### src/rtl/idea_pkg.sv
// Shared types and helpers for the IDEA block encryption pipeline.
// Holds the request tag, the pipeline item and the split modulo-65537 multiply.
// No dependencies; used by every rtl module and the checker.
package idea_pkg;

  localparam int unsigned ROUND_COUNT = 8;
  localparam int unsigned ROUND_KEYS  = 6;
  localparam int unsigned OUT_KEYS    = 4;

  localparam logic CMD_LOAD    = 1'b0;
  localparam logic CMD_ENCRYPT = 1'b1;

  typedef struct packed {
    logic        enc;
    logic [5:0]  idx;
    logic [15:0] kv;
  } tag_t;

  typedef struct packed {
    tag_t        tag;
    logic [15:0] w0;
    logic [15:0] w1;
    logic [15:0] w2;
    logic [15:0] w3;
  } item_t;

  // Multiply modulo 65537 split in two: raw product first, folding after a register.
  typedef struct packed {
    logic [31:0] prod;
    logic        spec;
    logic [15:0] sval;
  } mm_t;

  function automatic mm_t mm_start(logic [15:0] x, logic [15:0] y);
    mm_t r;
    r.prod = 32'(x) * 32'(y);
    r.spec = (x == 16'd0) || (y == 16'd0);
    // a zero word stands for 65536: 65536 * y folds to 1 - y
    r.sval = (x == 16'd0) ? (16'd1 - y) : (16'd1 - x);
    return r;
  endfunction

  function automatic logic [15:0] mm_finish(mm_t m);
    logic [15:0] lo;
    logic [15:0] hi;
    logic [15:0] dif;
    lo  = m.prod[15:0];
    hi  = m.prod[31:16];
    dif = lo - hi;
    if (m.spec) begin
      return m.sval;
    end else if (lo >= hi) begin
      return dif;
    end else begin
      return dif + 16'd1;
    end
  endfunction

endpackage

### src/rtl/idea_round.sv
// One IDEA round as four pipeline stages, with its own six subkey registers.
// Load requests passing the round entry write the subkeys that fall in its range.
// Depends on idea_pkg.
module idea_round #(
  parameter int unsigned BASE = 0
) (
  input  logic          clk,
  input  logic          rst_n,
  input  logic          in_valid,
  output logic          in_ready,
  input  idea_pkg::item_t in_item,
  output logic          out_valid,
  input  logic          out_ready,
  output idea_pkg::item_t out_item
);

  localparam logic [5:0] BaseIdx = 6'(BASE);
  localparam logic [5:0] EndIdx  = 6'(BASE + idea_pkg::ROUND_KEYS);

  typedef struct packed {
    idea_pkg::tag_t tag;
    idea_pkg::mm_t  p0;
    idea_pkg::mm_t  p3;
    logic [15:0]    b1;
    logic [15:0]    b2;
    logic [15:0]    k4;
    logic [15:0]    k5;
  } st1_t;

  typedef struct packed {
    idea_pkg::tag_t tag;
    logic [15:0]    w0;
    logic [15:0]    w3;
    logic [15:0]    b1;
    logic [15:0]    b2;
    idea_pkg::mm_t  p4;
    logic [15:0]    k5;
  } st2_t;

  typedef struct packed {
    idea_pkg::tag_t tag;
    logic [15:0]    w0;
    logic [15:0]    w3;
    logic [15:0]    b1;
    logic [15:0]    b2;
    logic [15:0]    m1;
    idea_pkg::mm_t  p5;
  } st3_t;

  logic [15:0] key_r [idea_pkg::ROUND_KEYS];
  logic        v1_r, v2_r, v3_r, v4_r;
  st1_t        s1_r, s1_nxt;
  st2_t        s2_r, s2_nxt;
  st3_t        s3_r, s3_nxt;
  idea_pkg::item_t s4_r, s4_nxt;
  logic        ld1, ld2, ld3, ld4;
  logic        key_hit;
  logic [5:0]  key_off;

  // a stage takes a new request when empty or when its content moves on
  assign ld4      = !v4_r || out_ready;
  assign ld3      = !v3_r || ld4;
  assign ld2      = !v2_r || ld3;
  assign ld1      = !v1_r || ld2;
  assign in_ready = ld1;

  assign key_off = in_item.tag.idx - BaseIdx;
  assign key_hit = (in_item.tag.enc == idea_pkg::CMD_LOAD) &&
                   (in_item.tag.idx >= BaseIdx) && (in_item.tag.idx < EndIdx);

  always_comb begin
    s1_nxt.tag = in_item.tag;
    s1_nxt.p0  = idea_pkg::mm_start(in_item.w0, key_r[0]);
    s1_nxt.p3  = idea_pkg::mm_start(in_item.w3, key_r[3]);
    s1_nxt.b1  = in_item.w1 + key_r[1];
    s1_nxt.b2  = in_item.w2 + key_r[2];
    // carry the late subkeys so a later load cannot change them under this request
    s1_nxt.k4  = key_r[4];
    s1_nxt.k5  = key_r[5];
  end

  always_comb begin
    s2_nxt.tag = s1_r.tag;
    s2_nxt.w0  = idea_pkg::mm_finish(s1_r.p0);
    s2_nxt.w3  = idea_pkg::mm_finish(s1_r.p3);
    s2_nxt.b1  = s1_r.b1;
    s2_nxt.b2  = s1_r.b2;
    s2_nxt.p4  = idea_pkg::mm_start(s1_r.b2 ^ s2_nxt.w0, s1_r.k4);
    s2_nxt.k5  = s1_r.k5;
  end

  always_comb begin
    s3_nxt.tag = s2_r.tag;
    s3_nxt.w0  = s2_r.w0;
    s3_nxt.w3  = s2_r.w3;
    s3_nxt.b1  = s2_r.b1;
    s3_nxt.b2  = s2_r.b2;
    s3_nxt.m1  = idea_pkg::mm_finish(s2_r.p4);
    s3_nxt.p5  = idea_pkg::mm_start((s2_r.w3 ^ s2_r.b1) + s3_nxt.m1, s2_r.k5);
  end

  always_comb begin
    logic [15:0] t;
    logic [15:0] m2;
    t          = idea_pkg::mm_finish(s3_r.p5);
    m2         = s3_r.m1 + t;
    s4_nxt.tag = s3_r.tag;
    s4_nxt.w0  = s3_r.w0 ^ t;
    s4_nxt.w1  = t ^ s3_r.b2;
    s4_nxt.w2  = m2 ^ s3_r.b1;
    s4_nxt.w3  = s3_r.w3 ^ m2;
  end

  always_ff @(posedge clk) begin
    if (!rst_n) begin
      v1_r <= 1'b0;
      v2_r <= 1'b0;
      v3_r <= 1'b0;
      v4_r <= 1'b0;
    end else begin
      if (ld1) begin
        v1_r <= in_valid;
      end
      if (ld2) begin
        v2_r <= v1_r;
      end
      if (ld3) begin
        v3_r <= v2_r;
      end
      if (ld4) begin
        v4_r <= v3_r;
      end
    end
  end

  always_ff @(posedge clk) begin
    if (in_valid && ld1) begin
      s1_r <= s1_nxt;
    end
    if (v1_r && ld2) begin
      s2_r <= s2_nxt;
    end
    if (v2_r && ld3) begin
      s3_r <= s3_nxt;
    end
    if (v3_r && ld4) begin
      s4_r <= s4_nxt;
    end
    if (in_valid && ld1 && key_hit) begin
      key_r[key_off[2:0]] <= in_item.tag.kv;
    end
  end

  assign out_valid = v4_r;
  assign out_item  = s4_r;

endmodule

### config.mk
export PLATFORM = sky130hd
export DESIGN_NAME = idea_round
export DESIGN_NICKNAME = d
export VERILOG_FILES = /design/src/rtl/idea_pkg.sv /design/src/rtl/idea_round.sv
export SDC_FILE = /design/constraint.sdc
export NUM_CORES = 2
export LEC_CHECK = 0
export ABC_CLOCK_PERIOD_IN_PS = 24500
export BUFFER_PORTS_ARGS = -buffer_cell sky130_fd_sc_hd__buf_2
export CELL_PAD_IN_SITES_DETAIL_PLACEMENT = 2
export CELL_PAD_IN_SITES_GLOBAL_PLACEMENT = 2
export CORE_MARGIN = 1.5
export CORE_UTILIZATION = 40
export CTS_BUF_LIST = sky130_fd_sc_hd__clkbuf_2 sky130_fd_sc_hd__clkbuf_4 sky130_fd_sc_hd__clkbuf_8
export DETAILED_ROUTE_END_ITERATION = 8
export PLACE_DENSITY = 0.75
export SYNTH_ARGS = -nofsm -noshare
export SYNTH_HDL_FRONTEND = slang
export SYNTH_SLANG_ARGS = --single-unit
### constraint.sdc
create_clock -name clk -period 24.5 [get_ports clk]
set_input_delay 4.9 -clock clk [delete_from_list [all_inputs] [get_ports clk]]
set_output_delay 4.9 -clock clk [all_outputs]
set_load 0.005 [all_outputs]
==> run summary <==
crit-path max FO = 21
Avg Inst Size Synth = 10.4 um^2
Wirelength per Cell = 25.9 um
ys flop type = edfxtp_1
max-slew violation count = 0
vias in the first global route = 54000
RSZ-0062 raised after global routing = false
Vias = 46700
Arr. time, crit path = 12.76 ns
Final nets = 7813
asr flop ratio synth = 0%
Post-CTS Setup Inserts = 0
Buffers on Ports = 179
DRT Wirelength = 224 mm
most used cell, CP = fa_1
top-count cell post-synth = inv_1
GP Congestion = 0.865
DP Wirelength = 173 mm
measured slew at the worst slew-check pin = 1.15 ns
multi-input logic area = 0.0399 mm^2
total track usage = 27.8%
first-pass GRT wire length = 341 mm
Worst Setup Path Type = reg2reg
total CTS buffers = 130
crit path time final = 12.12 ns
Initial DRC Count = 2749
Synth area leaders = edfxtp_1 31%, fa_1 24%, ha_1 11%, inv_1 6.2%, nand2_1 4.6%
Worst R2R End = s3_r[47]
Fin Clk Skew = 0.0513 ns
number of enable flip-flop cells after synthesis = 672
Fmax = 82.5 MHz
die extent in x = 406 um
Worst Hold Class = reg2reg
crit share post-route = 49.5%
insertion delay to the later sink of the worst-skew pair = 0.89 ns
Reg-to-Reg Start = s2_r[33]
row count = 147
Ports = 180
mapped cell area = 0.0650 mm^2
Initial Utilization = 40.4%
Via density = 5.40
setup TNS = 0 ns
largest net degree at the start of global routing = 140
Final Hold Viols = 0
die area = 0.165 mm^2
clock-pin slew on the worst setup and hold paths = 0.07 ns
CTS tree = done
CP max stage delay = 0.74 ns
syn_nets = 7679
area delta synth->final = 9.38%
maxcap violations = 0
post-synth top area share = 31.1%
HP Start = key_r[5][6]
final setup violation count = 0
slowest CP cell = nor4_1
r2r worst-path depth = 41
CTS sink count = 676
synth warn = 0
Setup crit start kind = flip-flop
drt drc = 0
cell taking the most area after synthesis = edfxtp_1
Hold-fix buffers, CTS = 0
CTS root buf = clkbuf_8
Synth top cells by count = 1069 x inv_1, 793 x nand2_1, 784 x fa_1
CTS-repair resized insts = 0
antenna violations before repair = 29
Die Span Y = 406 um
Cell variety after synth = 91
grt ovf = 0
DR pass1 iterations = 5
CP Launch Point = s2_r[33]
share of layout cells above drive strength 1 = 8.09%
sequential fraction of the synthesis area = 31.2%
kind of end point of the critical path = flip-flop
Setup crit end = s3_r[47]
Syn Inst Count = 6252
H-tree lvl count = 4
#FFs+latches synth = 676
Routed Antenna Nets = 0
worst-case clock buffer depth = 3
r2r setup slk = 12.38 ns
core box area = 0.161 mm^2
slew margin rel. = 23.3%
FF/Latch Area = 0.0203 mm^2
status = complete, no violations
Data required, critical path = 25.14 ns
fill count = 16900
cell usage in the layout (no fill, tap or decap), types with 36 or more instances in the layout:
master | Yosys | routed
nor3_1 | 71 | 69
buf_2 | 9 | 179
nand3_1 | 55 | 55
buf_4 | 1 | 77
nand2b_1 | 46 | 46
a21o_1 | 66 | 66
fa_1 | 784 | 784
xnor2_1 | 274 | 266
clkbuf_8 | 0 | 131
inv_1 | 1069 | 1069
nor2_1 | 196 | 196
a21oi_1 | 179 | 179
xor2_1 | 160 | 160
ha_1 | 552 | 552
nand2_1 | 793 | 793
edfxtp_1 | 672 | 672
o21ai_0 | 152 | 152
and2_1 | 383 | 383
nor4_1 | 38 | 36
o21a_1 | 41 | 41
critical path, delay by kind of cell, from the launching register on:
kind	cells	cell delay, ns
xor gates and xnor gates	2	0.27
and+or+nand+nor	10	2.32
AOI/OAI and AO/OA	13	3.92
DFF	1	0.36
buffers and inverters	6	0.76
adders and majority gates	10	4.20
metrics by stage:
step                utilization, %  instance area [um^2]  cells  hold slack [ns]  worst slack (ns)
floorplan                        -                 65000   6252            0.400              6.27
CTS                           44.1                 71000   8646            0.389             12.31
global route                  44.2                 71100   8650            0.408             11.65
detailed placement            42.5                 68400   8414            0.405             12.26
global placement              42.5                 68400   8414            0.400             12.52
finish                        44.2                 71100   8656            0.401             12.38
logic make-up (layout without fill, tap and decap cells):
group | Yosys count | count (layout) | share of synthesized area, %
compound gates | 664 | 664 | 6.61
xor+xnor | 435 | 435 | 5.87
fa+ha+maj | 1336 | 1336 | 34.8
buf+inv | 1325 | 1559 | 7.69
flops | 676 | 676 | 31.2
mux | 24 | 24 | 0.379
other cells | 0 | 10 | 0
simple gates | 1792 | 1792 | 13.5
flip-flops by register name (all words and copies together), names as in the netlist:
name and count:
s1_r 185, s2_r 152, s3_r 152, key_r 96, out_item 87, out_valid 1, v1_r 1, v2_r 1
v3_r 1
final cells by class:
type | instances | share of cell area, %
Multi-Input combinational cell | 4251 | 56.1
Sequential cell | 676 | 28.5
Inverter | 1069 | 5.65
Tap cell | 2160 | 3.80
Clock buffer | 165 | 2.90
Timing Repair Buffer | 258 | 2.13
Clock inverter | 67 | 0.878
Antenna cell | 10 | 0.0352
worst min-delay path by stage:
| stage | endpoint | cells after the start |
|---|---|---|
| 4_1_cts | s1_r[6] | 0 |
| 5_1_grt | out_item[75] | 0 |
| 3_5_place_dp | out_item[74] | 0 |
| 6_report | s1_r[6] | 0 |
| 2_1_floorplan | out_item[64] | 0 |
| 3_3_place_gp | s1_r[5] | 0 |
routing by layer:
layer  vias up  wire length [um]  track usage (%)
li1      20500                 -                -
met1     24800             95900             36.1
met2      1074            109000             47.0
met3       357             12300             4.73
met4        22              6910             8.90
met5         -               123                0
Power is not shown: default switching activity piles up to over one toggle a cycle in this logic, so the estimate is an artifact.
