## config.mk

```make
export PLATFORM = sky130hd
export DESIGN_NAME = idea_out_xform_flat
export DESIGN_NICKNAME = d
export VERILOG_FILES = /design/src/rtl/idea_pkg.sv /design/src/rtl/idea_if.sv /design/src/rtl/idea_out_xform.sv /design/src/flat_wrapper.sv
export SDC_FILE = /design/constraint.sdc
export NUM_CORES = 2
export LEC_CHECK = 0
export ABC_AREA = 1
export ABC_CLOCK_PERIOD_IN_PS = 18000
export BUFFER_PORTS_ARGS = -buffer_cell sky130_fd_sc_hd__buf_2
export CAP_MARGIN = 20
export CORE_MARGIN = 1.5
export CORE_UTILIZATION = 40
export DETAILED_ROUTE_END_ITERATION = 7
export SLEW_MARGIN = 20
export SYNTH_ARGS = -nofsm -noshare
export SYNTH_HDL_FRONTEND = slang
export SYNTH_SLANG_ARGS = --single-unit
```

## constraint.sdc

```tcl
create_clock -name clk -period 18 [get_ports clk]
set_input_delay 3.6 -clock clk [delete_from_list [all_inputs] [get_ports clk]]
set_output_delay 3.6 -clock clk [all_outputs]
set_load 0.02 [all_outputs]
```

## src/rtl/idea_pkg.sv

```systemverilog
// Shared types and helpers for the IDEA block encryption pipeline.
// Holds the request tag, the pipeline item and the split modulo-65537 multiply.
// No dependencies; used by every rtl module and the checker.
package idea_pkg;

  localparam int unsigned ROUND_COUNT = 8;
  localparam int unsigned ROUND_KEYS  = 6;
  localparam int unsigned OUT_KEYS    = 4;

  localparam logic CMD_LOAD    = 1'b0;
  localparam logic CMD_ENCRYPT = 1'b1;

  typedef struct packed {
    logic        enc;
    logic [5:0]  idx;
    logic [15:0] kv;
  } tag_t;

  typedef struct packed {
    tag_t        tag;
    logic [15:0] w0;
    logic [15:0] w1;
    logic [15:0] w2;
    logic [15:0] w3;
  } item_t;

  // Multiply modulo 65537 split in two: raw product first, folding after a register.
  typedef struct packed {
    logic [31:0] prod;
    logic        spec;
    logic [15:0] sval;
  } mm_t;

  function automatic mm_t mm_start(logic [15:0] x, logic [15:0] y);
    mm_t r;
    r.prod = 32'(x) * 32'(y);
    r.spec = (x == 16'd0) || (y == 16'd0);
    // a zero word stands for 65536: 65536 * y folds to 1 - y
    r.sval = (x == 16'd0) ? (16'd1 - y) : (16'd1 - x);
    return r;
  endfunction

  function automatic logic [15:0] mm_finish(mm_t m);
    logic [15:0] lo;
    logic [15:0] hi;
    logic [15:0] dif;
    lo  = m.prod[15:0];
    hi  = m.prod[31:16];
    dif = lo - hi;
    if (m.spec) begin
      return m.sval;
    end else if (lo >= hi) begin
      return dif;
    end else begin
      return dif + 16'd1;
    end
  endfunction

endpackage

```

## src/rtl/idea_if.sv

```systemverilog


interface idea_out_if;
  logic        valid;
  logic        ready;
  logic [15:0] out_word0;
  logic [15:0] out_word1;
  logic [15:0] out_word2;
  logic [15:0] out_word3;

  modport source (output valid, out_word0, out_word1, out_word2, out_word3,
                  input ready);
  modport sink   (input valid, out_word0, out_word1, out_word2, out_word3,
                  output ready);
endinterface

```

## src/rtl/idea_out_xform.sv

```systemverilog
// Output transform of IDEA in two pipeline stages, with its four subkey registers.
// Load requests end here and give no result; encrypt requests leave as four words.
// Depends on idea_pkg and idea_if.
module idea_out_xform #(
  parameter int unsigned BASE = 48
) (
  input  logic            clk,
  input  logic            rst_n,
  input  logic            in_valid,
  output logic            in_ready,
  input  idea_pkg::item_t in_item,
  idea_out_if.source      res
);

  localparam logic [5:0] BaseIdx = 6'(BASE);
  localparam logic [5:0] EndIdx  = 6'(BASE + idea_pkg::OUT_KEYS);

  typedef struct packed {
    logic          enc;
    idea_pkg::mm_t p0;
    idea_pkg::mm_t p3;
    logic [15:0]   o1;
    logic [15:0]   o2;
  } xs1_t;

  logic [15:0] key_r [idea_pkg::OUT_KEYS];
  logic        v1_r, ov_r;
  xs1_t        s1_r, s1_nxt;
  logic [15:0] o0_r, o1_r, o2_r, o3_r;
  logic        ld1, ld2;
  logic        key_hit;
  logic [5:0]  key_off;

  assign ld2      = !ov_r || res.ready;
  assign ld1      = !v1_r || ld2;
  assign in_ready = ld1;

  assign key_off = in_item.tag.idx - BaseIdx;
  assign key_hit = (in_item.tag.enc == idea_pkg::CMD_LOAD) &&
                   (in_item.tag.idx >= BaseIdx) && (in_item.tag.idx < EndIdx);

  always_comb begin
    s1_nxt.enc = in_item.tag.enc;
    s1_nxt.p0  = idea_pkg::mm_start(in_item.w0, key_r[0]);
    s1_nxt.p3  = idea_pkg::mm_start(in_item.w3, key_r[3]);
    // middle words cross over in the output transform
    s1_nxt.o1  = in_item.w2 + key_r[1];
    s1_nxt.o2  = in_item.w1 + key_r[2];
  end

  always_ff @(posedge clk) begin
    if (!rst_n) begin
      v1_r <= 1'b0;
      ov_r <= 1'b0;
    end else begin
      if (ld1) begin
        v1_r <= in_valid;
      end
      // drop load requests here
      if (ld2) begin
        ov_r <= v1_r && (s1_r.enc == idea_pkg::CMD_ENCRYPT);
      end
    end
  end

  always_ff @(posedge clk) begin
    if (in_valid && ld1) begin
      s1_r <= s1_nxt;
    end
    if (v1_r && ld2) begin
      o0_r <= idea_pkg::mm_finish(s1_r.p0);
      o1_r <= s1_r.o1;
      o2_r <= s1_r.o2;
      o3_r <= idea_pkg::mm_finish(s1_r.p3);
    end
    if (in_valid && ld1 && key_hit) begin
      key_r[key_off[1:0]] <= in_item.tag.kv;
    end
  end

  assign res.valid     = ov_r;
  assign res.out_word0 = o0_r;
  assign res.out_word1 = o1_r;
  assign res.out_word2 = o2_r;
  assign res.out_word3 = o3_r;

endmodule

```

## src/flat_wrapper.sv

```systemverilog
// flat-port wrapper written by rule: the top's interface ports become plain ports
module idea_out_xform_flat 
#(
  parameter int unsigned BASE = 48
)
  (clk, rst_n, in_valid, in_ready, in_item, res_valid, res_out_word0, res_out_word1, res_out_word2, res_out_word3, res_ready);
  idea_out_if res_i ();
  input  logic clk;
  input  logic rst_n;
  input  logic in_valid;
  output logic in_ready;
  input  idea_pkg::item_t in_item;
  output wire logic [$bits(res_i.valid)-1:0] res_valid;
  output wire logic [$bits(res_i.out_word0)-1:0] res_out_word0;
  output wire logic [$bits(res_i.out_word1)-1:0] res_out_word1;
  output wire logic [$bits(res_i.out_word2)-1:0] res_out_word2;
  output wire logic [$bits(res_i.out_word3)-1:0] res_out_word3;
  input wire logic [$bits(res_i.ready)-1:0] res_ready;
  assign res_valid = res_i.valid;
  assign res_out_word0 = res_i.out_word0;
  assign res_out_word1 = res_i.out_word1;
  assign res_out_word2 = res_i.out_word2;
  assign res_out_word3 = res_i.out_word3;
  assign res_i.ready = res_ready;
  idea_out_xform #(.BASE(BASE)) u_core (.clk(clk), .rst_n(rst_n), .in_valid(in_valid), .in_ready(in_ready), .in_item(in_item), .res(res_i));
endmodule
```

==> summary.md <==
| Metric | Value |
|---|---|
| Vias in the first global route | `23976` |
| Largest net degree at the start of global routing | `76` |
| Worst Tran Pin Value | `1050 ps` |
| Cts bufs inserted | `27` |
| Critical Path, Cell by Cell | `buf_2 -> nand2_1 -> fa_1 -> fa_1 -> fa_1 -> inv_1 -> fa_1 -> fa_1 -> inv_1 -> fa_1 -> inv_1 -> ha_1 -> nand2_1 -> nor2_1 -> nand4_1 -> o211ai_1 -> nand2_1 -> nand2_1 -> nand3_1 -> nand2_1 -> xor2_1` |
| Syn nets | `4562` |
| Startpoint types | `input port` |
| Site Rows | `102` |
| IO Pins | `157` |
| Synth Area in Compound Gates | `4.72%` |
| Die height | `284 um` |
| Sequential cell area fraction in the yosys report | `24.8%` |
| Top post-synthesis cells by area | `fa_1 (25%), edfxtp_1 (25%), nand2_1 (12%)` |
| Simple-Gate Fraction of Synth Area | `17.9%` |
| Clock buffer depth | `3` |
| Max Fclk | `115 MHz` |
| Worst-path fanout max | `18` |
| Syn_area_per_cell | `8.30 um2` |
| Setup WS post-layout | `9310 ps` |
| Critical path class | `in2reg` |
| Synth top area share | `24.9%` |
| Seq cells post-synth | `261` |
| Initial DRC count | `1314` |
| Skew-Pair Late Insertion Delay | `550 ps` |
| Synth area leader | `fa_1` |
| TritonCTS clock tree | `done` |
| GRT overflow | `0` |
| Mapped Cells | `3803` |
| Max rail drop VDD | `0.0901 mV` |
| Die area | `80600 um2` |
| Initial antenna violation count | `5` |
| Top-count cell post-synth | `nand2_1` |
| Synth cell count leaders | `nand2_1 (1012), inv_1 (932), fa_1 (392)` |
| Main synth FF type | `edfxtp_1` |
| Slowest cell on the critical path | `fa_1` |
| Pleak | `0.0183 uW` |
| Most used cell, CP | `fa_1` |
| CP required | `18280 ps` |
| Post-Route WL | `80400 um` |
| Setup tns final | `0 ps` |
| Final min period | `8690 ps` |
| Crit path DAT | `8970 ps` |
| Number of synthesis warnings | `0` |
| Proportion of synthesized area in mux cells | `0%` |
| # port buffers | `156` |
| Root buf cell | `clkbuf_16` |
| Sink Count | `261` |
| Router iterations before antenna repair | `5` |
| Setup Viol. Count Final | `0` |
| P&R area growth vs syn | `8.31%` |
| Worst hold margin | `419 ps` |
| Hold Fails Final Rpt | `0` |
| HPWL after DPL | `63300 um` |
| Async SR Flop Fraction | `0%` |
| Vias per cell | `4.84` |
| Post-Syn Area | `31600 um2` |
| Max-slew headroom at the worst pin | `29.7%` |
| DR vias | `23879` |
| First-pass GRT wire length | `130000 um` |
| H-tree Lvls | `1` |
| CTS Hold Bufs | `0` |
| Unrepaired setup endpoints after global routing | `false` |
| Die X | `284 um` |
| Tightest Hold Check Type | `reg2reg` |
| Max Cap Violations | `0` |
| Share of layout cells above drive strength 1 | `7.27%` |
| Dpl ws | `8760 ps` |
| Max incr delay on CP | `560 ps` |
| Post-CTS Setup Inserts | `0` |
| Largest family of logic cells by synthesized area | `adder cells` |
| Post-route DRC violation count | `0` |
| Fin crit share | `48.3%` |
| Endpoint class of the critical path | `register` |
| Synth Area in XOR/XNOR | `3.63%` |
| Adder-Cell Fraction of Synth Area | `35.8%` |
| Netlist cell types | `50` |
| Post-route ant nets | `0` |
| DR WL/cell | `16.3 um` |
| Number of nets in the layout | `4631` |
| Reg clk slew, reported paths | `60 ps` |
| Total Power | `4760 uW` |
| Total track usage | `20.3%` |
| Outcome | `finished clean` |
| Slew Limit Fails | `0` |
| Post_cts resized | `0` |
| Initial Utilization | `40.6%` |
| Post-synth EDFFs | `259` |
| Power density over the cells | `139 nW/um2` |
| Routability congestion estimate | `0.909` |
| Core box area | `77800 um2` |
| Skew final | `27.4 ps` |
-- logic make-up (layout without fill, tap and decap cells) --
logic type,Yosys count,after routing
simple gates,1377,1377
buf+inv,1093,1182
fa+ha+maj,668,668
compound gates,273,273
flops,261,261
xor+xnor,131,131
other cells,0,1
-- flip-flops by register name (all words and copies together) (netlist names) --
signal / count
u_core.res.out_word2: 16
u_core.res.valid: 1
u_core.res.out_word1: 16
u_core.res.out_word3: 16
u_core.key_r: 64
u_core.res.out_word0: 16
u_core.v1_r: 1
u_core.s1_r: 131
-- routing by layer --
layer | global-route usage, % | wire, um | vias up
li1 | - | - | 11594
met1 | 28.1 | 36300 | 11458
met2 | 33.6 | 37000 | 696
met3 | 2.66 | 5100 | 123
met4 | 4.96 | 1950 | 8
met5 | 0 | 51 | -
-- placed cells by master, fill, tap and decap left out, types with 21 or more instances in the layout --
cell type,count
nand2_1,1012
o21ai_0,55
o21ai_1,44
clkbuf_16,27
nor2_1,150
xor2_1,91
a21oi_1,122
edfxtp_1,259
ha_1,276
xnor2_1,40
nand4_1,21
buf_2,156
fa_1,392
nand3_1,122
inv_1,931
buf_4,22
-- power breakdown --
group          total, uW  internal (uW)  switching (uW)
Clock                584            337             247
Sequential           939            904            35.3
Combinational       3230           1140            2090
-- through the flow --
stage | utilization, % | std cells | area (um2)
2_1_floorplan | - | 3803 | 31600
3_3_place_gp | 42.7 | 4882 | 33300
3_5_place_dp | 42.7 | 4883 | 33300
4_1_cts | 43.9 | 4932 | 34200
5_1_grt | 43.9 | 4933 | 34200
6_report | 43.9 | 4933 | 34200
-- layout make-up --
cell class / count / area [um2]
sequential: 261 / 7820
fill: 7715 / 43600
clock buffer: 29 / 683
inverter: 955 / 3590
tap: 1040 / 1300
antenna: 1 / 2.50
timing repair buffer: 178 / 946
multi-input combinational: 2449 / 19600
clock inverter: 20 / 234
-- final timing paths --
kind                 startpoint                 endpoint  slack, ps  cells past startpoint
max reg2reg  u_core.key_r[0][8]         u_core.s1_r[126]      11810                     21
min             u_core.s1_r[20]  u_core.res.out_word1[4]        420                      0
max                 in_item[12]          u_core.s1_r[75]       9310                     21
min reg2reg     u_core.s1_r[20]  u_core.res.out_word1[4]        420                      0
-- worst max-delay path: cells and delay by family --
| kind | cells | cell delay [ps] |
|---|---|---|
| simple gates | 8 | 950 |
| compound gates | 1 | 350 |
| fa+ha+maj | 7 | 3400 |
| buf+inv | 4 | 610 |
| xor+xnor | 1 | 60 |
(Power assumes the default switching activity.)
